## src/hdl/scp_pkg.sv

```systemverilog
// Package for the semicolon command parser: shared constants, the control and
// status structs between controller and datapath, and the character helpers.
// No dependencies.
package scp_pkg;

    localparam int MAX_MESSAGE_DEF = 32;
    localparam int MAX_VALUE_DEF   = 16;

    localparam int ID_W       = 16;
    localparam int CHAR_W     = 8;
    localparam int STATUS_W   = 3;
    localparam int CFG_INDEX_W = 2;
    localparam int CFG_DATA_W = 16;

    // Configuration register indexes.
    localparam logic [CFG_INDEX_W-1:0] CFG_INVALID_NODE = 2'd0;
    localparam logic [CFG_INDEX_W-1:0] CFG_INVALID_FUNC = 2'd1;

    // Status codes.
    localparam logic [STATUS_W-1:0] ST_OK       = 3'd0;
    localparam logic [STATUS_W-1:0] ST_TOO_LONG = 3'd1;
    localparam logic [STATUS_W-1:0] ST_FEW      = 3'd2;
    localparam logic [STATUS_W-1:0] ST_NODE     = 3'd3;
    localparam logic [STATUS_W-1:0] ST_FUNC     = 3'd4;
    localparam logic [STATUS_W-1:0] ST_VALUE    = 3'd5;

    // Number parser phases.
    localparam logic [1:0] PH_SPACE  = 2'd0;
    localparam logic [1:0] PH_DIGITS = 2'd1;
    localparam logic [1:0] PH_DONE   = 2'd2;

    localparam logic [CHAR_W-1:0] CH_NUL   = 8'h00;
    localparam logic [CHAR_W-1:0] CH_SEMI  = 8'h3B;
    localparam logic [CHAR_W-1:0] CH_DOT   = 8'h2E;
    localparam logic [CHAR_W-1:0] CH_PLUS  = 8'h2B;
    localparam logic [CHAR_W-1:0] CH_MINUS = 8'h2D;
    localparam logic [CHAR_W-1:0] CH_SPACE = 8'h20;
    localparam logic [CHAR_W-1:0] CH_TAB   = 8'h09;
    localparam logic [CHAR_W-1:0] CH_CR    = 8'h0D;
    localparam logic [CHAR_W-1:0] CH_ZERO  = 8'h30;
    localparam logic [CHAR_W-1:0] CH_NINE  = 8'h39;
    localparam logic [CHAR_W-1:0] CH_UA    = 8'h41;
    localparam logic [CHAR_W-1:0] CH_UZ    = 8'h5A;
    localparam logic [CHAR_W-1:0] CH_LA    = 8'h61;
    localparam logic [CHAR_W-1:0] CH_LZ    = 8'h7A;

    localparam int ACC_W = 21;
    localparam logic signed [ACC_W-1:0] SAT_MAX = 21'sd32767;
    localparam logic signed [ACC_W-1:0] SAT_MIN = -21'sd32768;

    typedef enum logic [1:0] {
        S_RUN,
        S_READ,
        S_SHOW
    } state_t;

    typedef struct packed {
        logic take_byte;
        logic rd_en;
        logic advance;
        logic clear;
    } cmd_t;

    typedef struct packed {
        logic last;
    } sts_t;

    typedef struct packed {
        logic [ID_W-1:0] acc;
        logic [1:0]      phase;
        logic            neg;
    } num_t;

    function automatic logic is_space(input logic [CHAR_W-1:0] c);
        return (c == CH_SPACE) || (c >= CH_TAB && c <= CH_CR);
    endfunction

    function automatic logic is_digit(input logic [CHAR_W-1:0] c);
        return (c >= CH_ZERO) && (c <= CH_NINE);
    endfunction

    function automatic logic is_value_char(input logic [CHAR_W-1:0] c);
        return is_digit(c) || (c >= CH_UA && c <= CH_UZ) || (c >= CH_LA && c <= CH_LZ)
            || (c == CH_DOT) || is_space(c);
    endfunction

    // One byte of an atoi style parse with 16-bit saturation.
    function automatic num_t number_byte(input num_t st, input logic [CHAR_W-1:0] c);
        num_t r;
        logic signed [ACC_W-1:0] a;
        logic signed [ACC_W-1:0] d;
        logic stop;
        r = st;
        stop = 1'b0;
        a = '0;
        d = '0;
        if (r.phase == PH_SPACE) begin
            if (is_space(c)) begin
                stop = 1'b1;
            end else if (c == CH_PLUS || c == CH_MINUS) begin
                r.neg = (c == CH_MINUS);
                r.phase = PH_DIGITS;
                stop = 1'b1;
            end else begin
                r.phase = PH_DIGITS;
            end
        end
        if (!stop && r.phase == PH_DIGITS) begin
            if (is_digit(c)) begin
                a = $signed({{(ACC_W-ID_W){r.acc[ID_W-1]}}, r.acc}) * 21'sd10;
                d = $signed({{(ACC_W-CHAR_W){1'b0}}, c - CH_ZERO});
                if (r.neg) begin
                    a = a - d;
                    if (a < SAT_MIN) a = SAT_MIN;
                end else begin
                    a = a + d;
                    if (a > SAT_MAX) a = SAT_MAX;
                end
                r.acc = a[ID_W-1:0];
            end else begin
                r.phase = PH_DONE;
            end
        end
        return r;
    endfunction

endpackage

```

## src/hdl/scp_ram.sv

```systemverilog
// Generic single-port-write, single-port-read RAM with a registered read.
// No dependencies.
module scp_ram #(
    parameter int WIDTH = 8,
    parameter int DEPTH = 16,
    parameter int AW    = (DEPTH > 1) ? $clog2(DEPTH) : 1
) (
    input  logic             aclk,
    input  logic             we,
    input  logic [AW-1:0]    waddr,
    input  logic [WIDTH-1:0] wdata,
    input  logic             re,
    input  logic [AW-1:0]    raddr,
    output logic [WIDTH-1:0] rdata
);

    logic [WIDTH-1:0] mem [DEPTH];
    logic [WIDTH-1:0] rdata_reg;

    always_ff @(posedge aclk) begin
        if (we) begin
            mem[waddr] <= wdata;
        end
        if (re) begin
            rdata_reg <= mem[raddr];
        end
    end

    assign rdata = rdata_reg;

endmodule

```

## src/hdl/scp_ctrl.sv

```systemverilog
// Controller of the semicolon command parser: sequences byte intake and the
// readout of the result run. Depends on scp_pkg.
module scp_ctrl (
    input  logic          aclk,
    input  logic          aresetn,
    input  logic          s_valid,
    input  logic          s_end_of_message,
    output logic          s_ready,
    output logic          m_valid,
    input  logic          m_ready,
    input  scp_pkg::sts_t sts,
    output scp_pkg::cmd_t cmd
);

    scp_pkg::state_t state_reg, state_next;

    always_ff @(posedge aclk) begin
        if (!aresetn) begin
            state_reg <= scp_pkg::S_RUN;
        end else begin
            state_reg <= state_next;
        end
    end

    always_comb begin
        state_next = state_reg;
        unique case (state_reg)
            scp_pkg::S_RUN: begin
                if (s_valid && s_end_of_message) state_next = scp_pkg::S_READ;
            end
            scp_pkg::S_READ: begin
                state_next = scp_pkg::S_SHOW;
            end
            scp_pkg::S_SHOW: begin
                if (m_ready) begin
                    state_next = sts.last ? scp_pkg::S_RUN : scp_pkg::S_READ;
                end
            end
            default: state_next = scp_pkg::S_RUN;
        endcase
    end

    always_comb begin
        s_ready = 1'b0;
        m_valid = 1'b0;
        cmd     = '0;
        unique case (state_reg)
            scp_pkg::S_RUN: begin
                s_ready = 1'b1;
                cmd.take_byte = s_valid;
            end
            scp_pkg::S_READ: begin
                cmd.rd_en = 1'b1;
            end
            scp_pkg::S_SHOW: begin
                m_valid = 1'b1;
                // The final transfer of a run also returns the message state to reset.
                cmd.clear   = m_ready && sts.last;
                cmd.advance = m_ready && !sts.last;
            end
            default: begin
                s_ready = 1'b0;
            end
        endcase
    end

endmodule

```

## src/hdl/scp_datapath.sv

```systemverilog
// Datapath of the semicolon command parser: tokenizer, number parsers, value
// store, configuration registers and result fields. Depends on scp_pkg, scp_ram.
module scp_datapath #(
    parameter int MAX_MESSAGE = scp_pkg::MAX_MESSAGE_DEF,
    parameter int MAX_VALUE   = scp_pkg::MAX_VALUE_DEF
) (
    input  logic                               aclk,
    input  logic                               aresetn,
    input  scp_pkg::cmd_t                      cmd,
    output scp_pkg::sts_t                      sts,
    input  logic [scp_pkg::CHAR_W-1:0]         char_in,
    input  logic                               cfg_we,
    input  logic [scp_pkg::CFG_INDEX_W-1:0]    cfg_index,
    input  logic [scp_pkg::CFG_DATA_W-1:0]     cfg_data,
    output logic signed [scp_pkg::ID_W-1:0]    node_id,
    output logic signed [scp_pkg::ID_W-1:0]    func_id,
    output logic [scp_pkg::STATUS_W-1:0]       status,
    output logic [scp_pkg::CHAR_W-1:0]         value_char,
    output logic                               char_valid,
    output logic                               last
);

    localparam int BCW = $clog2(MAX_MESSAGE + 2);
    localparam int VLW = $clog2(MAX_VALUE + 1);
    localparam int AW  = (MAX_VALUE > 1) ? $clog2(MAX_VALUE) : 1;

    logic [scp_pkg::ID_W-1:0] inv_node_reg, inv_func_reg;
    logic [BCW-1:0] byte_count_reg, byte_count_next;
    logic [1:0]     token_reg, token_next;
    logic           inside_reg, inside_next;
    logic           ended_reg, ended_next;
    logic [1:0]     phase_reg, phase_next;
    logic           neg_reg, neg_next;
    logic [scp_pkg::ID_W-1:0] node_acc_reg, node_acc_next;
    logic [scp_pkg::ID_W-1:0] func_acc_reg, func_acc_next;
    logic [VLW-1:0] vlen_reg, vlen_next;
    logic           chars_ok_reg, chars_ok_next;
    logic [VLW-1:0] k_reg, k_next;

    logic           ram_we;
    logic [scp_pkg::CHAR_W-1:0] ram_rdata;
    scp_pkg::num_t  num_in, num_out;
    logic           text_byte;

    always_ff @(posedge aclk) begin
        if (!aresetn) begin
            inv_node_reg <= '1;
            inv_func_reg <= '1;
        end else if (cfg_we) begin
            if (cfg_index == scp_pkg::CFG_INVALID_NODE) inv_node_reg <= cfg_data;
            if (cfg_index == scp_pkg::CFG_INVALID_FUNC) inv_func_reg <= cfg_data;
        end
    end

    always_ff @(posedge aclk) begin
        if (!aresetn) begin
            byte_count_reg <= '0;
            token_reg      <= '0;
            inside_reg     <= 1'b0;
            ended_reg      <= 1'b0;
            phase_reg      <= scp_pkg::PH_SPACE;
            neg_reg        <= 1'b0;
            node_acc_reg   <= '0;
            func_acc_reg   <= '0;
            vlen_reg       <= '0;
            chars_ok_reg   <= 1'b1;
            k_reg          <= '0;
        end else begin
            byte_count_reg <= byte_count_next;
            token_reg      <= token_next;
            inside_reg     <= inside_next;
            ended_reg      <= ended_next;
            phase_reg      <= phase_next;
            neg_reg        <= neg_next;
            node_acc_reg   <= node_acc_next;
            func_acc_reg   <= func_acc_next;
            vlen_reg       <= vlen_next;
            chars_ok_reg   <= chars_ok_next;
            k_reg          <= k_next;
        end
    end

    // A fresh token restarts the number parser before its first byte.
    assign num_in.acc   = (token_reg == 2'd0) ? node_acc_reg : func_acc_reg;
    assign num_in.phase = inside_reg ? phase_reg : scp_pkg::PH_SPACE;
    assign num_in.neg   = inside_reg ? neg_reg : 1'b0;
    assign num_out      = scp_pkg::number_byte(num_in, char_in);

    assign text_byte = cmd.take_byte && !ended_reg && (char_in != scp_pkg::CH_NUL);

    always_comb begin
        byte_count_next = byte_count_reg;
        token_next      = token_reg;
        inside_next     = inside_reg;
        ended_next      = ended_reg;
        phase_next      = phase_reg;
        neg_next        = neg_reg;
        node_acc_next   = node_acc_reg;
        func_acc_next   = func_acc_reg;
        vlen_next       = vlen_reg;
        chars_ok_next   = chars_ok_reg;
        k_next          = k_reg;
        ram_we          = 1'b0;

        if (cmd.take_byte && !ended_reg && char_in == scp_pkg::CH_NUL) begin
            ended_next = 1'b1;
        end
        if (text_byte) begin
            if (byte_count_reg <= BCW'(MAX_MESSAGE)) begin
                byte_count_next = byte_count_reg + BCW'(1);
            end
            if (char_in == scp_pkg::CH_SEMI) begin
                if (inside_reg) begin
                    inside_next = 1'b0;
                    if (token_reg != 2'd3) token_next = token_reg + 2'd1;
                end
            end else begin
                inside_next = 1'b1;
                phase_next  = num_in.phase;
                neg_next    = num_in.neg;
                if (token_reg == 2'd0 || token_reg == 2'd1) begin
                    phase_next = num_out.phase;
                    neg_next   = num_out.neg;
                    if (token_reg == 2'd0) node_acc_next = num_out.acc;
                    else                   func_acc_next = num_out.acc;
                end else if (token_reg == 2'd2 && vlen_reg < VLW'(MAX_VALUE)) begin
                    ram_we    = 1'b1;
                    vlen_next = vlen_reg + VLW'(1);
                    if (!scp_pkg::is_value_char(char_in)) chars_ok_next = 1'b0;
                end
            end
        end

        if (cmd.advance) begin
            k_next = k_reg + VLW'(1);
        end
        if (cmd.clear) begin
            byte_count_next = '0;
            token_next      = '0;
            inside_next     = 1'b0;
            ended_next      = 1'b0;
            phase_next      = scp_pkg::PH_SPACE;
            neg_next        = 1'b0;
            node_acc_next   = '0;
            func_acc_next   = '0;
            vlen_next       = '0;
            chars_ok_next   = 1'b1;
            k_next          = '0;
        end
    end

    scp_ram #(
        .WIDTH (scp_pkg::CHAR_W),
        .DEPTH (MAX_VALUE),
        .AW    (AW)
    ) u_value_ram (
        .aclk  (aclk),
        .we    (ram_we),
        .waddr (vlen_reg[AW-1:0]),
        .wdata (char_in),
        .re    (cmd.rd_en),
        .raddr (k_reg[AW-1:0]),
        .rdata (ram_rdata)
    );

    // Result fields; the message state stays frozen while a run is read out.
    logic           too_long;
    logic [2:0]     tokens;
    logic [VLW-1:0] n_emit;

    assign too_long = byte_count_reg > BCW'(MAX_MESSAGE);
    assign tokens   = {1'b0, token_reg} + {2'b00, inside_reg};
    assign n_emit   = too_long ? '0 : vlen_reg;

    always_comb begin
        node_id = inv_node_reg;
        func_id = inv_func_reg;
        if (too_long) begin
            status = scp_pkg::ST_TOO_LONG;
        end else begin
            if (tokens >= 3'd1) node_id = node_acc_reg;
            if (tokens >= 3'd2) func_id = func_acc_reg;
            status = scp_pkg::ST_OK;
            if (tokens < 3'd3)          status = scp_pkg::ST_FEW;
            if (node_id == inv_node_reg) status = scp_pkg::ST_NODE;
            if (func_id == inv_func_reg) status = scp_pkg::ST_FUNC;
            if (vlen_reg == '0 || !chars_ok_reg) status = scp_pkg::ST_VALUE;
        end
    end

    assign char_valid = (n_emit != '0);
    assign value_char = char_valid ? ram_rdata : '0;
    assign last       = !char_valid || ((k_reg + VLW'(1)) == n_emit);
    assign sts.last   = last;

endmodule

```

## src/hdl/semicolon_command_parser.sv

```systemverilog
// Semicolon command parser, top level. Bytes are accepted while no run is being
// read out and are taken back to back within a message. After the end-of-message
// transfer, and after each further result transfer, the controller passes through
// S_READ, which issues the registered read of the value store, before the next
// result is shown in S_SHOW. Input is stalled during the run.
// Reset (aresetn, synchronous, active low) clears the message state and sets both
// invalid-id registers to -1. Depends on scp_pkg, scp_ctrl, scp_datapath, scp_ram.
module semicolon_command_parser #(
    parameter int MAX_MESSAGE = scp_pkg::MAX_MESSAGE_DEF,
    parameter int MAX_VALUE   = scp_pkg::MAX_VALUE_DEF
) (
    input  logic                               aclk,
    input  logic                               aresetn,
    input  logic                               s_valid,
    output logic                               s_ready,
    input  logic [scp_pkg::CHAR_W-1:0]         s_char_in,
    input  logic                               s_end_of_message,
    output logic                               m_valid,
    input  logic                               m_ready,
    output logic signed [scp_pkg::ID_W-1:0]    m_node_id,
    output logic signed [scp_pkg::ID_W-1:0]    m_func_id,
    output logic [scp_pkg::STATUS_W-1:0]       m_status,
    output logic [scp_pkg::CHAR_W-1:0]         m_value_char,
    output logic                               m_char_valid,
    output logic                               m_last,
    input  logic                               cfg_we,
    input  logic [scp_pkg::CFG_INDEX_W-1:0]    cfg_index,
    input  logic [scp_pkg::CFG_DATA_W-1:0]     cfg_data
);

    scp_pkg::cmd_t cmd;
    scp_pkg::sts_t sts;

    scp_ctrl u_ctrl (
        .aclk             (aclk),
        .aresetn          (aresetn),
        .s_valid          (s_valid),
        .s_end_of_message (s_end_of_message),
        .s_ready          (s_ready),
        .m_valid          (m_valid),
        .m_ready          (m_ready),
        .sts              (sts),
        .cmd              (cmd)
    );

    scp_datapath #(
        .MAX_MESSAGE (MAX_MESSAGE),
        .MAX_VALUE   (MAX_VALUE)
    ) u_datapath (
        .aclk       (aclk),
        .aresetn    (aresetn),
        .cmd        (cmd),
        .sts        (sts),
        .char_in    (s_char_in),
        .cfg_we     (cfg_we),
        .cfg_index  (cfg_index),
        .cfg_data   (cfg_data),
        .node_id    (m_node_id),
        .func_id    (m_func_id),
        .status     (m_status),
        .value_char (m_value_char),
        .char_valid (m_char_valid),
        .last       (m_last)
    );

endmodule
```

## config.mk

```make
export PLATFORM = sky130hd
export DESIGN_NAME = semicolon_command_parser
export DESIGN_NICKNAME = d
export VERILOG_FILES = /design/src/hdl/scp_pkg.sv /design/src/hdl/scp_ram.sv /design/src/hdl/scp_ctrl.sv /design/src/hdl/scp_datapath.sv /design/src/hdl/semicolon_command_parser.sv
export SDC_FILE = /design/constraint.sdc
export NUM_CORES = 1
export LEC_CHECK = 0
export ABC_AREA = 1
export BUFFER_PORTS_ARGS = -buffer_cell sky130_fd_sc_hd__buf_2
export CORE_MARGIN = 2
export CORE_UTILIZATION = 34
export CTS_CLUSTER_DIAMETER = 50
export CTS_CLUSTER_SIZE = 30
export DETAILED_ROUTE_END_ITERATION = 6
export PLACE_DENSITY = 0.52
export SLEW_MARGIN = 5
export SYNTH_ARGS = -nofsm -noshare
export SYNTH_HDL_FRONTEND = slang
export SYNTH_SLANG_ARGS = --single-unit
```

## constraint.sdc

```tcl
create_clock -name aclk -period 6.1 [get_ports aclk]
set_input_delay 0.305 -clock aclk [delete_from_list [all_inputs] [get_ports aclk]]
set_output_delay 0.305 -clock aclk [all_outputs]
set_load 0.02 [all_outputs]
```

==> flow_metrics.py <==
metrics = {
    "place": {
        "io_buffers": 78,
        "routabilityCongestion": 0.894,
        "dp_hpwl_um": 28800,
        "dpl_cell_area_mm2": 0.0144,
        "dp_cells": 2311,
        "dp_slack_ns": 0.742,
    },
    "synth": {
        "synth.distinct_cells": 55,
        "synth_edf_count": 136,
        "yosysSeqAreaShare_pct": 43.5,
        "async_flop_share_pct": 0,
        "yosysWarnings": 0,
        "ys_ff_latch": 226,
        "syn_avg_cell_area_um2": 7.69,
        "syn_inst": 1760,
        "ys.flop_type": "edfxtp_1",
        "syn_nets": 1849,
        "syn-cell-area_mm2": 0.0135,
    },
    "worst_setup_path": {
        "critical_path_buf_inv_count": 4,
        "crit_end": "u_datapath.func_acc_reg[14]",
        "slowest_stage": "o21ai_0",
        "crit_cells": 30,
        "ff2ff_path_depth": 30,
        "critPathLaunchType": "register",
        "arrival_ns": 5.77,
        "r2r-start": "u_datapath.token_reg[0]",
        "worstReg2RegEnd": "u_datapath.func_acc_reg[14]",
        "cpPeakStageDelay_ns": 0.65,
        "timing.critical_path.from": "u_datapath.token_reg[0]",
        "reg2reg_slack_ns": 0.74,
        "critPathKind": "register to register",
        "worst_ep_required_time_ns": 6.51,
        "crit_family": "simple AND/OR/NAND/NOR gates",
        "crit_top_cell": "nand2_1",
        "worst_setup_path_end_kind": "register",
        "crit_fanout": 16,
    },
    "clock_tree": {
        "cts_buffers": 28,
        "post_cts_buffers": 0,
        "clock_latency_ns": 0.55,
        "root_buffer": "clkbuf_16",
        "clkTransAtPathRegs_ns": 0.06,
        "cts_resized": 0,
        "clock_sinks": 226,
        "htreeDepth": 1,
        "cts_buffer_depth": 3,
        "cts_tree": "done",
        "ctsHoldBuffers": 15,
    },
    "final_layout": {
        "fin_cells": 2378,
        "design_area_mm2": 0.0155,
        "syn_to_final_growth_pct": 14.7,
        "nets": 1920,
        "largest_register": "u_datapath.u_value_ram.mem",
        "final_cell_mix": "nand2_1 (419), inv_1 (196), nor2_1 (192), o21ai_0 (160), edfxtp_1 (136)",
        "final_common_cell": "nand2_1",
        "finish.utilization_pct": 39.3,
        "antennaDiodeCount": 0,
        "largest_reg_flops": 128,
        "drive_gt1_share_pct": 10.5,
    },
    "sta": {
        "finalSetupViolations": 0,
        "fin_crit_sh_pct": 87.9,
        "setup_ws_ns": 0.736,
        "period_minus_slack_ns": 5.36,
        "finalHoldViolations": 0,
        "fmax_mhz": 186,
        "skew_ns": 0.0122,
        "worstMarginPinSlew_ns": 1.10,
        "rsz0062_at_grt": "no",
        "report.final.slew_viol_count": 0,
        "slew_headroom_pct": 26.3,
        "setup_tns_ns": 0,
    },
    "routing": {
        "vias": 11800,
        "drcViolationCount": 0,
        "vias_per_cell": 4.97,
        "wire_per_inst_um": 16.5,
        "drtIter0Drc": 793,
        "ant_nets": 0,
        "firstDrtPassIters": 5,
        "drt_wl_total_um": 39300,
    },
    "global_routing": {
        "gr-total-overflow": 0,
        "grt_max_degree": 69,
        "grt_pass1_wl_um": 62400,
        "antenna_found_initial": 0,
        "grt_pass1_vias": 11400,
        "grt_usage_pct": 19.0,
    },
    "floorplanning": {
        "die_w_um": 204,
        "initial_core_util_pct": 34.2,
        "die_h_um": 204,
        "pin_count": 79,
        "dieArea_mm2": 0.0414,
        "rows": 73,
        "core_mm2": 0.0395,
    },
    "power_and_ir_drop": {
        "irDropWorstVdd_v": 0.000185,
        "p_leak_nw": 6.86,
        "powerDensity_mw_per_mm2": 275,
    },
    "worst_hold_path": {
        "hold_depth": 3,
        "hold_class": "input pin to register",
    },
    "status": {
        "status": "finished clean",
    },
    "flow_run": {
        "maxCapViolCount": 0,
    },
}
[cell type report]
| class | instances | area, um2 |
|---|---|---|
| Timing Repair Buffer | 106 | 638 |
| Inverter | 207 | 777 |
| Fill cell | 4098 | 24000 |
| Tap cell | 525 | 657 |
| Sequential cell | 226 | 5890 |
| Multi-Input combinational cell | 1262 | 6570 |
| Clock buffer | 33 | 761 |
| Clock inverter | 19 | 240 |
[synth_stat cells (2+ instances only)]
cell type	instances	area share, %
dfxtp_1	90	13
and2_1	2	0.092
clkbuf_1	44	1.2
clkinv_1	4	0.11
buf_2	12	0.44
mux2_2	3	0.25
nand3_1	100	3.7
o21ai_1	6	0.22
inv_1	197	5.5
edfxtp_1	136	30
o21a_1	2	0.11
nand3_2	6	0.44
nand4_1	13	0.60
a211oi_1	3	0.17
xnor2_1	19	1.2
ha_1	54	5.0
or2_2	2	0.092
nor2_1	192	5.3
nand2_2	17	0.79
nor4_1	3	0.14
nor3_1	16	0.59
o31ai_1	3	0.17
buf_6	2	0.17
a31oi_1	8	0.37
inv_2	6	0.17
a22oi_1	2	0.11
nor2_4	3	0.25
a21oi_2	8	0.52
nand2_1	419	12
o21ai_0	160	5.9
o41ai_1	2	0.13
nor2_2	6	0.28
o211ai_1	12	0.67
nor3b_1	3	0.17
dlygate4sd1_1	2	0.13
a21oi_1	95	3.5
fa_1	3	0.44
o22ai_1	45	2.1
xor2_1	44	2.8
[worst min-delay path by stage]
stage	from	slack (ns)	endpoint
after detailed placement	u_datapath.byte_count_reg[5]	0.45	u_datapath.byte_count_reg[5]
after CTS	cfg_data[7]	0.02	u_datapath.inv_node_reg[7]
after global placement	u_datapath.byte_count_reg[5]	0.45	u_datapath.byte_count_reg[5]
after global routing	cfg_data[7]	0.04	u_datapath.inv_node_reg[7]
after floorplan	s_char_in[0]	0.40	u_datapath.u_value_ram.mem[0][0]
final	cfg_data[7]	0.03	u_datapath.inv_node_reg[7]
[worst reg2reg max path, delay by kind of cell, from the launching register on]
kind | cells | cell delay [ns]
flops | 1 | 0.42
xor+xnor | 1 | 0.18
simple gates | 18 | 1.83
fa+ha+maj | 5 | 1.75
buf+inv | 4 | 0.36
compound gates | 2 | 0.71
[logic make-up after synthesis]
group                    share of synthesized area [%]
adder cells (fa/ha/maj)                           5.44
XOR/XNOR                                          4.08
buffers and inverters                             7.99
flip-flops                                        43.5
AND/OR/NAND/NOR                                   24.4
multiplexers                                     0.250
AO/OA/AOI/OAI                                     14.3
[per-stage QoR]
step           power (W)  hold WS, ns
2_1_floorplan    0.00231        0.404
3_3_place_gp     0.00255        0.449
3_5_place_dp     0.00254        0.454
4_1_cts          0.00431       0.0193
5_1_grt          0.00448       0.0418
6_report         0.00428       0.0261
[report_power, final]
| group | leakage (nW) | switching (W) | internal (W) |
|---|---|---|---|
| clock network | 0.488 | 0.000681 | 0.00107 |
| registers | 1.96 | 0.0000279 | 0.00164 |
| logic | 4.41 | 0.000584 | 0.000267 |
| total | 6.86 | 0.00129 | 0.00298 |
[metal layers]
metal,wire length (um),vias to the layer above,track usage [%],share of wire (%)
met5,0,-,0,0
met4,758,0,4.38,1.9
met3,1500,42,1.90,3.8
met2,18600,230,32.4,47
met1,18500,5551,26.0,47
li1,-,5991,-,-
Power figures use the tool's default switching activity.
